<file path="src/hdl/bnf_pkg.sv">
`default_nettype none
// ----------------------------------------------------------------------------
// bnf_pkg
// Shared types and constants of the binary number formatter.
// ----------------------------------------------------------------------------
package bnf_pkg;

    localparam int LEN_W  = 11;
    localparam int TOT_W  = 9;
    localparam int WIDX_W = 5;

    localparam logic [7:0] CH_SPACE = 8'h20;
    localparam logic [7:0] CH_PLUS  = 8'h2B;
    localparam logic [7:0] CH_MINUS = 8'h2D;
    localparam logic [7:0] CH_DOT   = 8'h2E;
    localparam logic [7:0] CH_ZERO  = 8'h30;
    localparam logic [7:0] CH_ONE   = 8'h31;
    localparam logic [7:0] CH_UB    = 8'h42;
    localparam logic [7:0] CH_LB    = 8'h62;

    typedef enum logic [2:0] {
        REG_LEFT_ALIGN   = 3'd0,
        REG_FORCE_PLUS   = 3'd1,
        REG_SPACE_SIGN   = 3'd2,
        REG_ALT_PREFIX   = 3'd3,
        REG_ZERO_FILL    = 3'd4,
        REG_UPPER_PREFIX = 3'd5,
        REG_FIELD_WIDTH  = 3'd6,
        REG_MIN_DIGITS   = 3'd7
    } reg_idx_t;

    typedef struct packed {
        logic       left_align;
        logic       force_plus;
        logic       space_sign;
        logic       alt_prefix;
        logic       zero_fill;
        logic       upper_prefix;
        logic [7:0] field_width;
        logic [8:0] min_digits;
    } cfg_t;

    // Request descriptor: text is lead spaces, head, pad, digits, trail spaces.
    typedef struct packed {
        logic [63:0]      src;
        logic             twos;
        logic [4:0][7:0]  head;
        logic [LEN_W-1:0] b1;
        logic [LEN_W-1:0] b2;
        logic [LEN_W-1:0] b3;
        logic [LEN_W-1:0] b4;
        logic [TOT_W-1:0] tot;
    } desc_t;

endpackage
`default_nettype wire

</file>
<file path="src/hdl/binary_number_formatter_unit.sv">
`default_nettype none
// ----------------------------------------------------------------------------
// binary_number_formatter_unit
// Renders a signed 64-bit value as ASCII binary text under printf-style flags.
// ----------------------------------------------------------------------------
//  channel | handshake           | payload
//  in      | in_valid/in_stall   | value[63:0]
//  out     | out_valid/out_stall | chars, byte_count, last_word, total_length
//  cfg     | cfg_we              | cfg_index[2:0], cfg_data[8:0]
//
//  The word generator emits a request as ceil(length/8) words (at least one),
//  one word per cycle while out_stall is low; this output stage sets the rate.
//  Values pass the classifier stages and the queue before the first word.
//  Reset clears control state; registers return to their defaults.
//  Either side may stall; a two-entry queue decouples front and back.
// ----------------------------------------------------------------------------
module binary_number_formatter_unit
    import bnf_pkg::*;
#(
    parameter int OUTPUT_CAP   = 256,
    parameter int DIGIT_BUFFER = 256
)(
    input  wire logic        clk,
    input  wire logic        rst_n,
    input  wire logic        in_valid,
    output logic             in_stall,
    input  wire logic [63:0] value,
    output logic             out_valid,
    input  wire logic        out_stall,
    output logic [63:0]      chars,
    output logic [3:0]       byte_count,
    output logic             last_word,
    output logic [8:0]       total_length,
    input  wire logic        cfg_we,
    input  wire logic [2:0]  cfg_index,
    input  wire logic [8:0]  cfg_data
);

    cfg_t  cfg_reg;
    logic  in_ready;
    logic  f_valid, f_ready, b_valid, b_ready;
    desc_t f_data, b_data;

    always_ff @(posedge clk or negedge rst_n)
    begin
        if (!rst_n)
        begin
            cfg_reg            <= '0;
            cfg_reg.min_digits <= 9'h1FF;
        end
        else if (cfg_we)
        begin
            unique case (reg_idx_t'(cfg_index))
                REG_LEFT_ALIGN:   cfg_reg.left_align   <= cfg_data[0];
                REG_FORCE_PLUS:   cfg_reg.force_plus   <= cfg_data[0];
                REG_SPACE_SIGN:   cfg_reg.space_sign   <= cfg_data[0];
                REG_ALT_PREFIX:   cfg_reg.alt_prefix   <= cfg_data[0];
                REG_ZERO_FILL:    cfg_reg.zero_fill    <= cfg_data[0];
                REG_UPPER_PREFIX: cfg_reg.upper_prefix <= cfg_data[0];
                REG_FIELD_WIDTH:  cfg_reg.field_width  <= cfg_data[7:0];
                REG_MIN_DIGITS:   cfg_reg.min_digits   <= cfg_data;
                default:          cfg_reg <= cfg_reg;
            endcase
        end
    end

    assign in_stall = !in_ready;

    bnf_front #(
        .OUTPUT_CAP   (OUTPUT_CAP),
        .DIGIT_BUFFER (DIGIT_BUFFER)
    ) u_front (
        .clk      (clk),
        .rst_n    (rst_n),
        .cfg      (cfg_reg),
        .in_valid (in_valid),
        .in_ready (in_ready),
        .value    (value),
        .q_valid  (f_valid),
        .q_ready  (f_ready),
        .q_data   (f_data)
    );

    bnf_queue u_queue (
        .clk      (clk),
        .rst_n    (rst_n),
        .wr_valid (f_valid),
        .wr_ready (f_ready),
        .wr_data  (f_data),
        .rd_valid (b_valid),
        .rd_ready (b_ready),
        .rd_data  (b_data)
    );

    bnf_back u_back (
        .clk          (clk),
        .rst_n        (rst_n),
        .q_valid      (b_valid),
        .q_ready      (b_ready),
        .q_data       (b_data),
        .out_valid    (out_valid),
        .out_stall    (out_stall),
        .chars        (chars),
        .byte_count   (byte_count),
        .last_word    (last_word),
        .total_length (total_length)
    );

endmodule
`default_nettype wire

</file>
<file path="src/hdl/bnf_front.sv">
`default_nettype none
// ----------------------------------------------------------------------------
// bnf_front
// Four-stage classifier: magnitude, digit count and head, padding, bounds.
// ----------------------------------------------------------------------------
module bnf_front
    import bnf_pkg::*;
#(
    parameter int OUTPUT_CAP   = 256,
    parameter int DIGIT_BUFFER = 256
)(
    input  wire logic        clk,
    input  wire logic        rst_n,
    input  wire cfg_t        cfg,
    input  wire logic        in_valid,
    output logic             in_ready,
    input  wire logic [63:0] value,
    output logic             q_valid,
    input  wire logic        q_ready,
    output desc_t            q_data
);

    localparam int OLIM = (OUTPUT_CAP < 256) ? OUTPUT_CAP : 256;
    localparam logic [LEN_W-1:0] DMAX = LEN_W'(DIGIT_BUFFER - 1);
    localparam logic [LEN_W-1:0] OLIM_L = LEN_W'(OLIM);

    logic s1_v_reg, s2_v_reg, s3_v_reg, s4_v_reg;
    logic rdy1, rdy2, rdy3, rdy4;

    // stage 1
    logic [63:0] s1_src_reg, s1_search_reg;
    logic        s1_twos_reg, s1_neg_reg, s1_zero_reg;
    // stage 2
    logic [63:0]     s2_src_reg;
    logic            s2_twos_reg;
    logic [6:0]      s2_nd_reg;
    logic [4:0][7:0] s2_head_reg;
    logic [2:0]      s2_hn_reg;
    // stage 3
    logic [63:0]      s3_src_reg;
    logic             s3_twos_reg;
    logic [4:0][7:0]  s3_head_reg;
    logic [2:0]       s3_hn_reg;
    logic [6:0]       s3_nd_reg;
    logic [LEN_W-1:0] s3_ls_reg, s3_pn_reg, s3_tn_reg;
    // stage 4
    desc_t s4_reg;

    assign rdy4     = !s4_v_reg || q_ready;
    assign rdy3     = !s3_v_reg || rdy4;
    assign rdy2     = !s2_v_reg || rdy3;
    assign rdy1     = !s1_v_reg || rdy2;
    assign in_ready = rdy1;
    assign q_valid  = s4_v_reg;
    assign q_data   = s4_reg;

    always_ff @(posedge clk or negedge rst_n)
    begin
        if (!rst_n)
        begin
            s1_v_reg <= 1'b0;
            s2_v_reg <= 1'b0;
            s3_v_reg <= 1'b0;
            s4_v_reg <= 1'b0;
        end
        else
        begin
            if (rdy1) s1_v_reg <= in_valid;
            if (rdy2) s2_v_reg <= s1_v_reg;
            if (rdy3) s3_v_reg <= s2_v_reg;
            if (rdy4) s4_v_reg <= s3_v_reg;
        end
    end

    // stage 1: form and magnitude
    logic        twos_c, neg_c;
    logic [63:0] mag_c;
    always_comb
    begin
        neg_c  = value[63];
        twos_c = neg_c && !cfg.force_plus && !cfg.space_sign;
        mag_c  = neg_c ? (~value + 64'd1) : value;
    end

    always_ff @(posedge clk)
    begin
        if (rdy1 && in_valid)
        begin
            s1_twos_reg   <= twos_c;
            s1_neg_reg    <= neg_c;
            s1_zero_reg   <= (value == 64'd0);
            s1_src_reg    <= twos_c ? value : mag_c;
            s1_search_reg <= twos_c ? {1'b0, ~value[62:0]} : mag_c;
        end
    end

    // stage 2: highest set bit, digit count, head text
    logic [7:0]      byte_any;
    logic [7:0][2:0] byte_top;
    logic            any_c;
    logic [5:0]      hi_c;
    logic [6:0]      nd_c;
    logic [4:0][7:0] head_c;
    logic [2:0]      hn_c;
    logic [7:0]      sign_c;

    always_comb
    begin
        for (int b = 0; b < 8; b++)
        begin
            byte_any[b] = |s1_search_reg[8*b +: 8];
            byte_top[b] = 3'd0;
            for (int i = 0; i < 8; i++)
            begin
                if (s1_search_reg[8*b + i]) byte_top[b] = 3'(i);
            end
        end
        any_c = 1'b0;
        hi_c  = 6'd0;
        for (int b = 0; b < 8; b++)
        begin
            if (byte_any[b])
            begin
                any_c = 1'b1;
                hi_c  = {3'(b), byte_top[b]};
            end
        end
        if (s1_twos_reg)
            nd_c = any_c ? (7'(hi_c) + 7'd2) : 7'd1;
        else if (any_c)
            nd_c = 7'(hi_c) + 7'd1;
        else
            nd_c = (cfg.min_digits == 9'd0) ? 7'd0 : 7'd1;

        sign_c = 8'd0;
        if (!s1_twos_reg)
        begin
            if (s1_neg_reg)          sign_c = CH_MINUS;
            else if (cfg.force_plus) sign_c = CH_PLUS;
            else if (cfg.space_sign) sign_c = CH_SPACE;
        end
        head_c = '0;
        hn_c   = 3'd0;
        if (sign_c != 8'd0)
        begin
            head_c[hn_c] = sign_c;
            hn_c = hn_c + 3'd1;
        end
        if (cfg.alt_prefix && !s1_zero_reg)
        begin
            head_c[hn_c] = CH_ZERO;
            hn_c = hn_c + 3'd1;
            head_c[hn_c] = cfg.upper_prefix ? CH_UB : CH_LB;
            hn_c = hn_c + 3'd1;
        end
        if (s1_twos_reg)
        begin
            head_c[hn_c] = CH_DOT;
            hn_c = hn_c + 3'd1;
            head_c[hn_c] = CH_DOT;
            hn_c = hn_c + 3'd1;
        end
    end

    always_ff @(posedge clk)
    begin
        if (rdy2 && s1_v_reg)
        begin
            s2_src_reg  <= s1_src_reg;
            s2_twos_reg <= s1_twos_reg;
            s2_nd_reg   <= nd_c;
            s2_head_reg <= head_c;
            s2_hn_reg   <= hn_c;
        end
    end

    // stage 3: precision and width padding
    logic              prec_en;
    logic signed [LEN_W:0] target_c;
    logic [LEN_W-1:0]  tcl_c, extra_c, bn_c, pad_c;
    logic              zf_c;

    always_comb
    begin
        prec_en  = !cfg.min_digits[8];
        target_c = $signed({4'd0, cfg.min_digits[7:0]})
                   - (s2_twos_reg ? (LEN_W+1)'(2) : (LEN_W+1)'(0));
        if (target_c > $signed({1'b0, DMAX}))
            tcl_c = DMAX;
        else
            tcl_c = target_c[LEN_W-1:0];
        if (prec_en && (target_c > $signed((LEN_W+1)'(s2_nd_reg))))
            extra_c = tcl_c - LEN_W'(s2_nd_reg);
        else
            extra_c = '0;
        bn_c  = LEN_W'(s2_hn_reg) + extra_c + LEN_W'(s2_nd_reg);
        pad_c = (LEN_W'(cfg.field_width) > bn_c) ? (LEN_W'(cfg.field_width) - bn_c) : '0;
        zf_c  = cfg.zero_fill && !prec_en;
    end

    always_ff @(posedge clk)
    begin
        if (rdy3 && s2_v_reg)
        begin
            s3_src_reg  <= s2_src_reg;
            s3_twos_reg <= s2_twos_reg;
            s3_head_reg <= s2_head_reg;
            s3_hn_reg   <= s2_hn_reg;
            s3_nd_reg   <= s2_nd_reg;
            s3_ls_reg   <= (!cfg.left_align && !zf_c) ? pad_c : '0;
            s3_pn_reg   <= extra_c + ((!cfg.left_align && zf_c) ? pad_c : '0);
            s3_tn_reg   <= cfg.left_align ? pad_c : '0;
        end
    end

    // stage 4: segment bounds and capped length
    logic [LEN_W-1:0] b2_c, b3_c, b4_c, end_c;
    always_comb
    begin
        b2_c  = s3_ls_reg + LEN_W'(s3_hn_reg);
        b3_c  = b2_c + s3_pn_reg;
        b4_c  = b3_c + LEN_W'(s3_nd_reg);
        end_c = b4_c + s3_tn_reg;
    end

    always_ff @(posedge clk)
    begin
        if (rdy4 && s3_v_reg)
        begin
            s4_reg.src  <= s3_src_reg;
            s4_reg.twos <= s3_twos_reg;
            s4_reg.head <= s3_head_reg;
            s4_reg.b1   <= s3_ls_reg;
            s4_reg.b2   <= b2_c;
            s4_reg.b3   <= b3_c;
            s4_reg.b4   <= b4_c;
            s4_reg.tot  <= (end_c > OLIM_L) ? TOT_W'(OLIM) : end_c[TOT_W-1:0];
        end
    end

endmodule
`default_nettype wire

</file>
<file path="src/hdl/bnf_queue.sv">
`default_nettype none
// ----------------------------------------------------------------------------
// bnf_queue
// Two-entry request queue between classifier and word generator.
// ----------------------------------------------------------------------------
module bnf_queue
    import bnf_pkg::*;
(
    input  wire logic  clk,
    input  wire logic  rst_n,
    input  wire logic  wr_valid,
    output logic       wr_ready,
    input  wire desc_t wr_data,
    output logic       rd_valid,
    input  wire logic  rd_ready,
    output desc_t      rd_data
);

    desc_t      mem_reg [2];
    logic       wp_reg, rp_reg;
    logic [1:0] cnt_reg;
    logic       push, pop;

    assign wr_ready = (cnt_reg != 2'd2);
    assign rd_valid = (cnt_reg != 2'd0);
    assign rd_data  = mem_reg[rp_reg];
    assign push     = wr_valid && wr_ready;
    assign pop      = rd_valid && rd_ready;

    always_ff @(posedge clk)
    begin
        if (push) mem_reg[wp_reg] <= wr_data;
    end

    always_ff @(posedge clk or negedge rst_n)
    begin
        if (!rst_n)
        begin
            wp_reg  <= 1'b0;
            rp_reg  <= 1'b0;
            cnt_reg <= 2'd0;
        end
        else
        begin
            if (push) wp_reg <= !wp_reg;
            if (pop)  rp_reg <= !rp_reg;
            cnt_reg <= cnt_reg + {1'b0, push} - {1'b0, pop};
        end
    end

`ifndef NO_ASSERTIONS
    a_cnt_bound: assert property (@(posedge clk) disable iff (!rst_n)
        cnt_reg != 2'd3)
        else $error("queue count out of range");
    a_no_pop_empty: assert property (@(posedge clk) disable iff (!rst_n)
        (cnt_reg == 2'd0) |-> !pop)
        else $error("pop from empty queue");
    a_no_push_full: assert property (@(posedge clk) disable iff (!rst_n)
        (cnt_reg == 2'd2) && !pop |=> cnt_reg == 2'd2)
        else $error("queue overfilled");
`endif

endmodule
`default_nettype wire

</file>
<file path="src/hdl/bnf_back.sv">
`default_nettype none
// ----------------------------------------------------------------------------
// bnf_back
// Word generator: up to eight chars per unstalled cycle into output register.
// ----------------------------------------------------------------------------
module bnf_back
    import bnf_pkg::*;
(
    input  wire logic  clk,
    input  wire logic  rst_n,
    input  wire logic  q_valid,
    output logic       q_ready,
    input  wire desc_t q_data,
    output logic       out_valid,
    input  wire logic  out_stall,
    output logic [63:0] chars,
    output logic [3:0]  byte_count,
    output logic        last_word,
    output logic [8:0]  total_length
);

    desc_t             cur_reg;
    logic              cur_v_reg;
    logic [WIDX_W-1:0] w_reg;
    logic              out_v_reg;
    logic [63:0]       chars_reg;
    logic [3:0]        cnt_reg;
    logic              last_reg;
    logic [TOT_W-1:0]  tot_reg;

    logic              load;
    logic              done;
    logic [7:0]        base;
    logic [TOT_W-1:0]  rem;
    logic [3:0]        cnt_c;
    logic              last_c;
    logic [63:0]       word_c;

    assign load    = cur_v_reg && (!out_v_reg || !out_stall);
    assign done    = load && last_c;
    assign q_ready = !cur_v_reg || done;

    always_comb
    begin
        logic [7:0]       p;
        logic [LEN_W-1:0] pl, hidx, bpos;
        logic [7:0]       ch;
        base   = {w_reg, 3'b000};
        rem    = cur_reg.tot - TOT_W'(base);
        last_c = (rem <= TOT_W'(8));
        cnt_c  = last_c ? rem[3:0] : 4'd8;
        word_c = '0;
        for (int k = 0; k < 8; k++)
        begin
            p    = base + 8'(k);
            pl   = LEN_W'(p);
            hidx = pl - cur_reg.b1;
            bpos = cur_reg.b4 - LEN_W'(1) - pl;
            if (pl < cur_reg.b1)
                ch = CH_SPACE;
            else if (pl < cur_reg.b2)
                ch = cur_reg.head[hidx[2:0]];
            else if (pl < cur_reg.b3)
                ch = cur_reg.twos ? CH_ONE : CH_ZERO;
            else if (pl < cur_reg.b4)
                ch = cur_reg.src[bpos[5:0]] ? CH_ONE : CH_ZERO;
            else
                ch = CH_SPACE;
            if (4'(k) < cnt_c) word_c[8*k +: 8] = ch;
        end
    end

    always_ff @(posedge clk or negedge rst_n)
    begin
        if (!rst_n)
        begin
            cur_v_reg <= 1'b0;
            w_reg     <= '0;
            out_v_reg <= 1'b0;
        end
        else
        begin
            if (q_valid && q_ready)
            begin
                cur_v_reg <= 1'b1;
                w_reg     <= '0;
            end
            else if (done)
                cur_v_reg <= 1'b0;
            else if (load)
                w_reg <= w_reg + WIDX_W'(1);

            if (load)
                out_v_reg <= 1'b1;
            else if (!out_stall)
                out_v_reg <= 1'b0;
        end
    end

    always_ff @(posedge clk)
    begin
        if (q_valid && q_ready) cur_reg <= q_data;
        if (load)
        begin
            chars_reg <= word_c;
            cnt_reg   <= cnt_c;
            last_reg  <= last_c;
            tot_reg   <= cur_reg.tot;
        end
    end

    assign out_valid    = out_v_reg;
    assign chars        = chars_reg;
    assign byte_count   = cnt_reg;
    assign last_word    = last_reg;
    assign total_length = tot_reg;

`ifndef NO_ASSERTIONS
    a_cnt_range: assert property (@(posedge clk) disable iff (!rst_n)
        out_v_reg |-> cnt_reg <= 4'd8)
        else $error("byte count above eight");
    a_full_mid: assert property (@(posedge clk) disable iff (!rst_n)
        out_v_reg && !last_reg |-> cnt_reg == 4'd8)
        else $error("short word before last");
    a_load_needs_req: assert property (@(posedge clk) disable iff (!rst_n)
        !cur_v_reg |=> !out_v_reg || $stable(chars_reg))
        else $error("word produced without request");
`endif

endmodule
`default_nettype wire
</file>
<file path="config.mk">
export PLATFORM = sky130hd
export DESIGN_NAME = binary_number_formatter_unit
export DESIGN_NICKNAME = d
export VERILOG_FILES = /design/src/hdl/bnf_pkg.sv /design/src/hdl/binary_number_formatter_unit.sv /design/src/hdl/bnf_front.sv /design/src/hdl/bnf_queue.sv /design/src/hdl/bnf_back.sv
export SDC_FILE = /design/constraint.sdc
export NUM_CORES = 2
export LEC_CHECK = 0
export BUFFER_PORTS_ARGS = -buffer_cell sky130_fd_sc_hd__clkbuf_2
export CAP_MARGIN = 0
export CORE_ASPECT_RATIO = 2
export CORE_MARGIN = 2
export CORE_UTILIZATION = 55
export CTS_CLUSTER_DIAMETER = 200
export DETAILED_ROUTE_END_ITERATION = 10
export PLACE_DENSITY = 0.78
export SYNTH_ARGS = -nofsm -noshare
export SYNTH_HDL_FRONTEND = slang
export SYNTH_HIERARCHICAL = 1
export SYNTH_SLANG_ARGS = --single-unit
export TNS_END_PERCENT = 100
</file>
<file path="constraint.sdc">
create_clock -name clk -period 10.7 [get_ports clk]
set_input_delay 1.07 -clock clk [delete_from_list [all_inputs] [get_ports clk]]
set_output_delay 1.07 -clock clk [all_outputs]
set_load 0.02 [all_outputs]
</file>
# [Word level (Yosys, flattened, before mapping)]
# Memories as Yosys holds them, arrays and structs flattened. A register that Yosys moved wholly into a read port is not among the register bits.
# Cells that the tools add are included.
[word_totals] output_inout_bits=80 wordCells=480 reg_bits=668 n_memories=1 ramBits=316 input_bits=81
[classes] n_mux=187 bitwise_logic=19 n_eq_ne=10 add_sub_neg=45 reduce_logical=73 n_lt_le_gt_ge=69
[mem_list] memory="u_queue.mem_reg" depth=2 width=158 rd=1 rd_ports_with_merged_regs=1 wr=1 line_no="bnf_queue.sv:19" rtl="desc_t mem_reg [2];"
[ops] op="8-bit by 11-bit less-than comparator with 1-bit output" count=32
[ops] op="8-bit two-way mux" count=40
[ops] op="8-bit binary-select mux with 3-bit select" count=8
[ops] op="64-bit two-way mux" count=2
[ops] op="3-bit two-way mux" count=35
[ops] op="8-bit demux with 3-bit select" count=4
[ops] op="6-bit two-way mux" count=14
[ops] op="40-bit two-way mux" count=2
[ops] op="64-bit by 1-bit adder with 64-bit output, second input constant" count=1
[ops] op="64-bit logical NOT" count=1
[ops] op="64-bit inverter" count=1
[ops] op="8-bit OR reduction" count=8
[ops] op="63-bit two-way mux" count=1
[ops] op="63-bit inverter" count=1
[ops] op="6-bit by 7-bit less-than comparator with 1-bit output, second input constant" count=8
[ops] op="1-bit binary-select mux with 6-bit select" count=8
[ops] op="6-bit subtractor" count=8
[ops] op="3-bit by 4-bit less-than comparator with 1-bit output, second input constant" count=11
[ops] op="11-bit two-way mux" count=4
[ops] op="1-bit two-way mux" count=41
[ops] op="20-bit AND" count=2
[ops] op="40-bit bitwise mux" count=1
[ops] op="20-bit inverter" count=2
[ops] op="20-bit bitwise OR" count=2
[ops] op="54 further kinds" count=166

# [Logic depth before layout (Yosys ltp)]
[logic_depth] word_depth=18 mapped_depth=39 depth_no_buf=39

# [Modules after synthesis]
# The synthesis kept the hierarchy.
[modules_own_cells] module="bnf_front" cells_each=1584 instances=1 area_each_um2=21789.6 seq_area_each_um2=14363.8
[modules_own_cells] module="bnf_back" cells_each=1147 instances=1 area_each_um2=15140.8 seq_area_each_um2=7262.0
[modules_own_cells] module="bnf_queue" cells_each=514 instances=1 area_each_um2=11732.5 seq_area_each_um2=9589.2
[modules_own_cells] module="binary_number_formatter_unit" cells_each=58 instances=1 area_each_um2=979.7 seq_area_each_um2=586.8

# [Worst setup path before layout]
# No wires, ideal clock.
[synth_timing] kind="register to register" start="reg u_back.w_reg[0]" end="reg u_back/cur_reg[0] (netlist name)" synth_period_minus_slack_ns=10.670 path_buffers=1 setup_slack_ns=0.030 arrival_time_ns=9.941 setup_ns=0.729 stages_incl_launch_ff=11 required_time_ns=9.971 cell_sequence="dfrtp_1 ha_1 inv_1 fa_1 a21o_1 a21oi_1 xnor2_1 o2111a_1 clkbuf_1 nand3_1 a21oi_1"
[synth_via] elab_chain_len=5
[synth_rtl] element="start, declared" line_no="bnf_back.sv:24" rtl="logic [WIDX_W-1:0] w_reg;"
[synth_rtl] element="start signal, assigned" line_no="bnf_back.sv:91" rtl="w_reg <= w_reg + WIDX_W'(1);"
[synth_rtl] element="9-bit by 8-bit subtractor with 9-bit output" line_no="bnf_back.sv:49" rtl="rem = cur_reg.tot - TOT_W'(base);"
[synth_rtl] element="9-bit by 4-bit <= comparator with 1-bit output" line_no="bnf_back.sv:50" rtl="last_c = (rem <= TOT_W'(8));"
[synth_rtl] element="1-bit logical AND" line_no="bnf_back.sv:40" rtl="assign done = load && last_c;"
[synth_rtl] element="1-bit logical OR" line_no="bnf_back.sv:41" rtl="assign q_ready = !cur_v_reg || done;"
[synth_rtl] element="1-bit logical AND" line_no="bnf_back.sv:102" rtl="if (q_valid && q_ready) cur_reg <= q_data;"
# Every way passes these cells.
# A chain may end at the register's enable or synchronous reset.

# [Final worst setup path]
[layout_timing] start="reg cfg_reg[1] (netlist name)" end="reg u_front.s3_pn_reg[10], data pin"
[layout_via] elab_chain_len=11 word_cells_on_any_way=14 classes_between="add/sub: 6; order compare: 3; mux: 4; reduce/logical: 1"
[layout_rtl] element="start, declared" line_no="binary_number_formatter_unit.sv:39" rtl="cfg_t cfg_reg;"
[layout_rtl] element="start signal, assigned" line_no="binary_number_formatter_unit.sv:62" rtl="default: cfg_reg <= cfg_reg;"
[layout_rtl] element="9-bit by 12-bit subtractor with 12-bit output (*)" line_no="bnf_front.sv:187" rtl="- (s2_twos_reg ? (LEN_W+1)'(2) : (LEN_W+1)'(0));"
[layout_rtl] element="12-bit by 9-bit greater-than comparator with 1-bit output" line_no="bnf_front.sv:188" rtl="if (target_c > $signed({1'b0, DMAX}))"
[layout_rtl] element="11-bit two-way mux" line_no="bnf_front.sv:188"
[layout_rtl] element="11-bit by 7-bit subtractor with 11-bit output" line_no="bnf_front.sv:193" rtl="extra_c = tcl_c - LEN_W'(s2_nd_reg);"
[layout_rtl] element="11-bit two-way mux (*)" line_no="bnf_front.sv:192" rtl="if (prec_en && (target_c > $signed((LEN_W+1)'(s2_nd_reg))))"
[layout_rtl] element="3-bit by 11-bit adder with 11-bit output" line_no="bnf_front.sv:196" rtl="bn_c = LEN_W'(s2_hn_reg) + extra_c + LEN_W'(s2_nd_reg);"
[layout_rtl] element="11-bit by 7-bit adder with 11-bit output" line_no="bnf_front.sv:196"
[layout_rtl] element="8-bit by 11-bit subtractor with 11-bit output or 8-bit by 11-bit greater-than comparator with 1-bit output (tied branches)" line_no="bnf_front.sv:197" rtl="pad_c = (LEN_W'(cfg.field_width) > bn_c) ? (LEN_W'(cfg.field_width) - bn_c) : '0;"
[layout_rtl] element="11-bit two-way mux" line_no="bnf_front.sv:197"
[layout_rtl] element="11-bit two-way mux" line_no="bnf_front.sv:211" rtl="s3_pn_reg <= extra_c + ((!cfg.left_align && zf_c) ? pad_c : '0);"
[layout_rtl] element="11-bit adder (*)" line_no="bnf_front.sv:211"
[layout_rtl] element="end signal, assigned" line_no="bnf_front.sv:211"
[layout_rtl] element="end, declared" line_no="bnf_front.sv:45" rtl="logic [LEN_W-1:0] s3_ls_reg, s3_pn_reg, s3_tn_reg;"
# Every way passes the cells marked *; elsewhere a longest branch is shown, timed or not.

==> out/summary.txt <==
CTS H-tree depth: 3
Cts repair resizes: 0
Total number of yosys warnings: 6
Worst setup path end: u_front/s3_pn_reg[10]
GR Overflow Total: 0
Nets: 3,687
Cts bufs inserted: 85
Final Slew Violations: 0
Drt drc: 0
Initial Util: 0.5553
R2R Setup Slk: 2.10 ns
Placed cells: 4,550
Critical path startpoint category: flop
Crit Path Category: flop to flop
Worst endpoint required time: 11.11 ns
Status: completed
Final Routed Wirelength: 104,300 µm
Number of flip-flops in the largest register: 316
Syn Area/Cell: 15.03 µm²
Ys flop type: edfxtp_1
First-pass GRT wire length: 160,800 µm
# setup viols final: 0
Final core occ: 0.6107
TritonCTS clock tree: done
Setup TNS: 0 ns
Detailed Routing Iterations Pass 1: 7
Fin crit share: 0.8040
Arr. time, crit path: 9.01 ns
Most frequent cell on the critical path: ha_1
Pwr Density: 314.7 nW/µm²
Fin cells: 4,707
Hold Crit Class: input pin to async pin
Port buffer count: 160
Total number of vias: 27,636
Final Hold Viols: 0
RSZ-0062 raised after global routing: false
Worst slew pin tran: 1.227 ns
Hold-fix buffers, CTS: 0
CTS root buffer: clkbuf_16
Most frequent cell after synthesis: edfxtp_1
Vias per cell: 5.871
Post-route ant nets: 0
Finished Cell Area: 54,600 µm²
GP Congestion: 0.9815
Final WS setup: 2.097 ns
Post-CTS Setup Inserts: 0
Post-synth top area cell: edfxtp_1
Min cycle time layout: 8.603 ns
Post-DP HPWL: 76,010 µm
Total GRT Usage: 0.2278
Synth top area cells: edfxtp_1 62%, mux4_2 6.0%, mux2_2 3.8%
Placement Rows: 155
Critical Path Max Stage Delay: 0.56 ns
Seq/Total Area, Yosys: 0.6406
Reg-to-reg startpoint: cfg_reg[1]
P&R area growth vs syn: 9.991%
Most instantiated cells after synthesis: 1,027 x edfxtp_1, 200 x nor2_1, 180 x nand2_1
Place WS: 2.184 ns
Maxcap violations: 0
Crit. Startpoint: cfg_reg[1]
Clk buf depth: 3
Setup Skew: 0.03971 ns
Layout cell share with drive strength beyond 1: 0.2048
Die H: 428.9 µm
Yosys top cell area share: 0.6212
Netlist cell types: 106
DRT iter0 DRCs: 2,049
Multi-input combinational cell area: 16,710 µm²
Seq. cell area: 31,810 µm²
DP Area: 51,580 µm²
Asr flop ratio synth: 0.03568
Synth Cell Area: 49,640 µm²
Fmax: 0.1162 GHz
Post-synth EDFFs: 1,027
Initial antenna violation count: 0
Vias in the first global route: 28,306
Worst Reg-to-Reg Cells: 40
Pin count of the biggest net entering global routing: 159
Crit path capture type: flop
Leak: 19.53 nW
Synthesized flop and latch total: 1,065
RR Endpoint: u_front/s3_pn_reg[10]
Slowest cell on the critical path: a21oi_1
# clock sinks: 1,065
WL per Instance: 22.16 µm
Core Area: 89,400 µm²
Crit Path Max Fanout: 10
Die area: 92,820 µm²
Worst vdd ir: 0.3430 mV
Antenna cell count: 0
Fill count: 6,541
Insertion delay to the later sink of the worst-skew pair: 0.69 ns
IO Pins: 161
Slew Limit Headroom: 0.1759
Worst-path clk slew: 0.07 ns
Syn Inst Count: 3,303
Overall die width: 216.4 µm
area by class of cell:
type                       instances  area share
multi-input combinational       1983      0.3060
clock buffer                      97     0.04033
tap                             1177     0.02697
inverter                         126    0.008662
clock inverter                    60     0.01508
timing repair buffer             199     0.02049
sequential                      1065      0.5825
layout by cell type, fill, tap and decap left out, drive strengths merged, types with 26 or more instances in the layout:
cell type | synthesis | layout
and3 | 27 | 27
nor4 | 26 | 26
dfrtp | 29 | 29
inv | 124 | 132
xnor2 | 147 | 147
nor2b | 35 | 35
a21oi | 145 | 145
xor2 | 79 | 79
o31ai | 33 | 33
edfxtp | 1027 | 1027
mux2 | 192 | 192
mux2i | 57 | 57
nor3 | 44 | 44
mux4 | 132 | 132
buf | 78 | 39
clkinv | 2 | 34
clkbuf | 68 | 257
nand2 | 181 | 181
o21ai | 103 | 103
ha | 132 | 132
nor2 | 200 | 200
nand3 | 66 | 66
nand2b | 28 | 28
a21o | 28 | 28
cells by family after synthesis:
logic type	Yosys count	synth area share
other	1	0.00007554
muxes	381	0.1161
xor gates and xnor gates	227	0.04081
AOI/OAI and AO/OA	487	0.06415
and+or+nand+nor	724	0.07387
DFF	1065	0.6406
adders and majority gates	146	0.03892
buffers and inverters	272	0.02543
report_power, final:
part	switching [mW]	total (mW)	internal (mW)
clock network	1.46	3.34	1.87
registers	0.566	7.21	6.64
logic	4.03	6.64	2.61
stage by stage:
step,power [mW],hold slack [ns]
2_1_floorplan,12.22,0.4003
3_3_place_gp,13.72,0.4002
3_5_place_dp,13.92,0.4045
4_1_cts,17.32,0.2581
5_1_grt,18.27,0.2872
6_report,17.18,0.3159
worst max-delay path, delay by kind of cell, from the launching register on:
family,cells,cell delay [ns]
fa+ha+maj,9,2.76
simple gates,13,2.08
compound gates,10,2.12
xor+xnor,3,0.43
flops,1,0.37
buf+inv,5,0.54
worst min path at each step:
stage / cells after the start / slack (ns) / endpoint
global route: 1 / 0.29 / cfg_reg[14]
CTS: 1 / 0.26 / cfg_reg[14]
floorplan: 0 / 0.40 / u_front/q_data[100]
global placement: 0 / 0.40 / u_front/s3_src_reg[37]
finish: 1 / 0.32 / cfg_reg[14]
detailed placement: 0 / 0.40 / u_front/q_data[113]
routing by layer:
metal / vias to the layer above / wire length (µm) / GRT usage
met3: 255 / 3924 / 0.02950
met2: 798 / 58750 / 0.4372
li1: 12917 / - / -
met1: 13666 / 35060 / 0.2331
met5: - / 0 / 0
met4: 0 / 6580 / 0.1305
No activity file was read; power rests on OpenSTA's default activity.
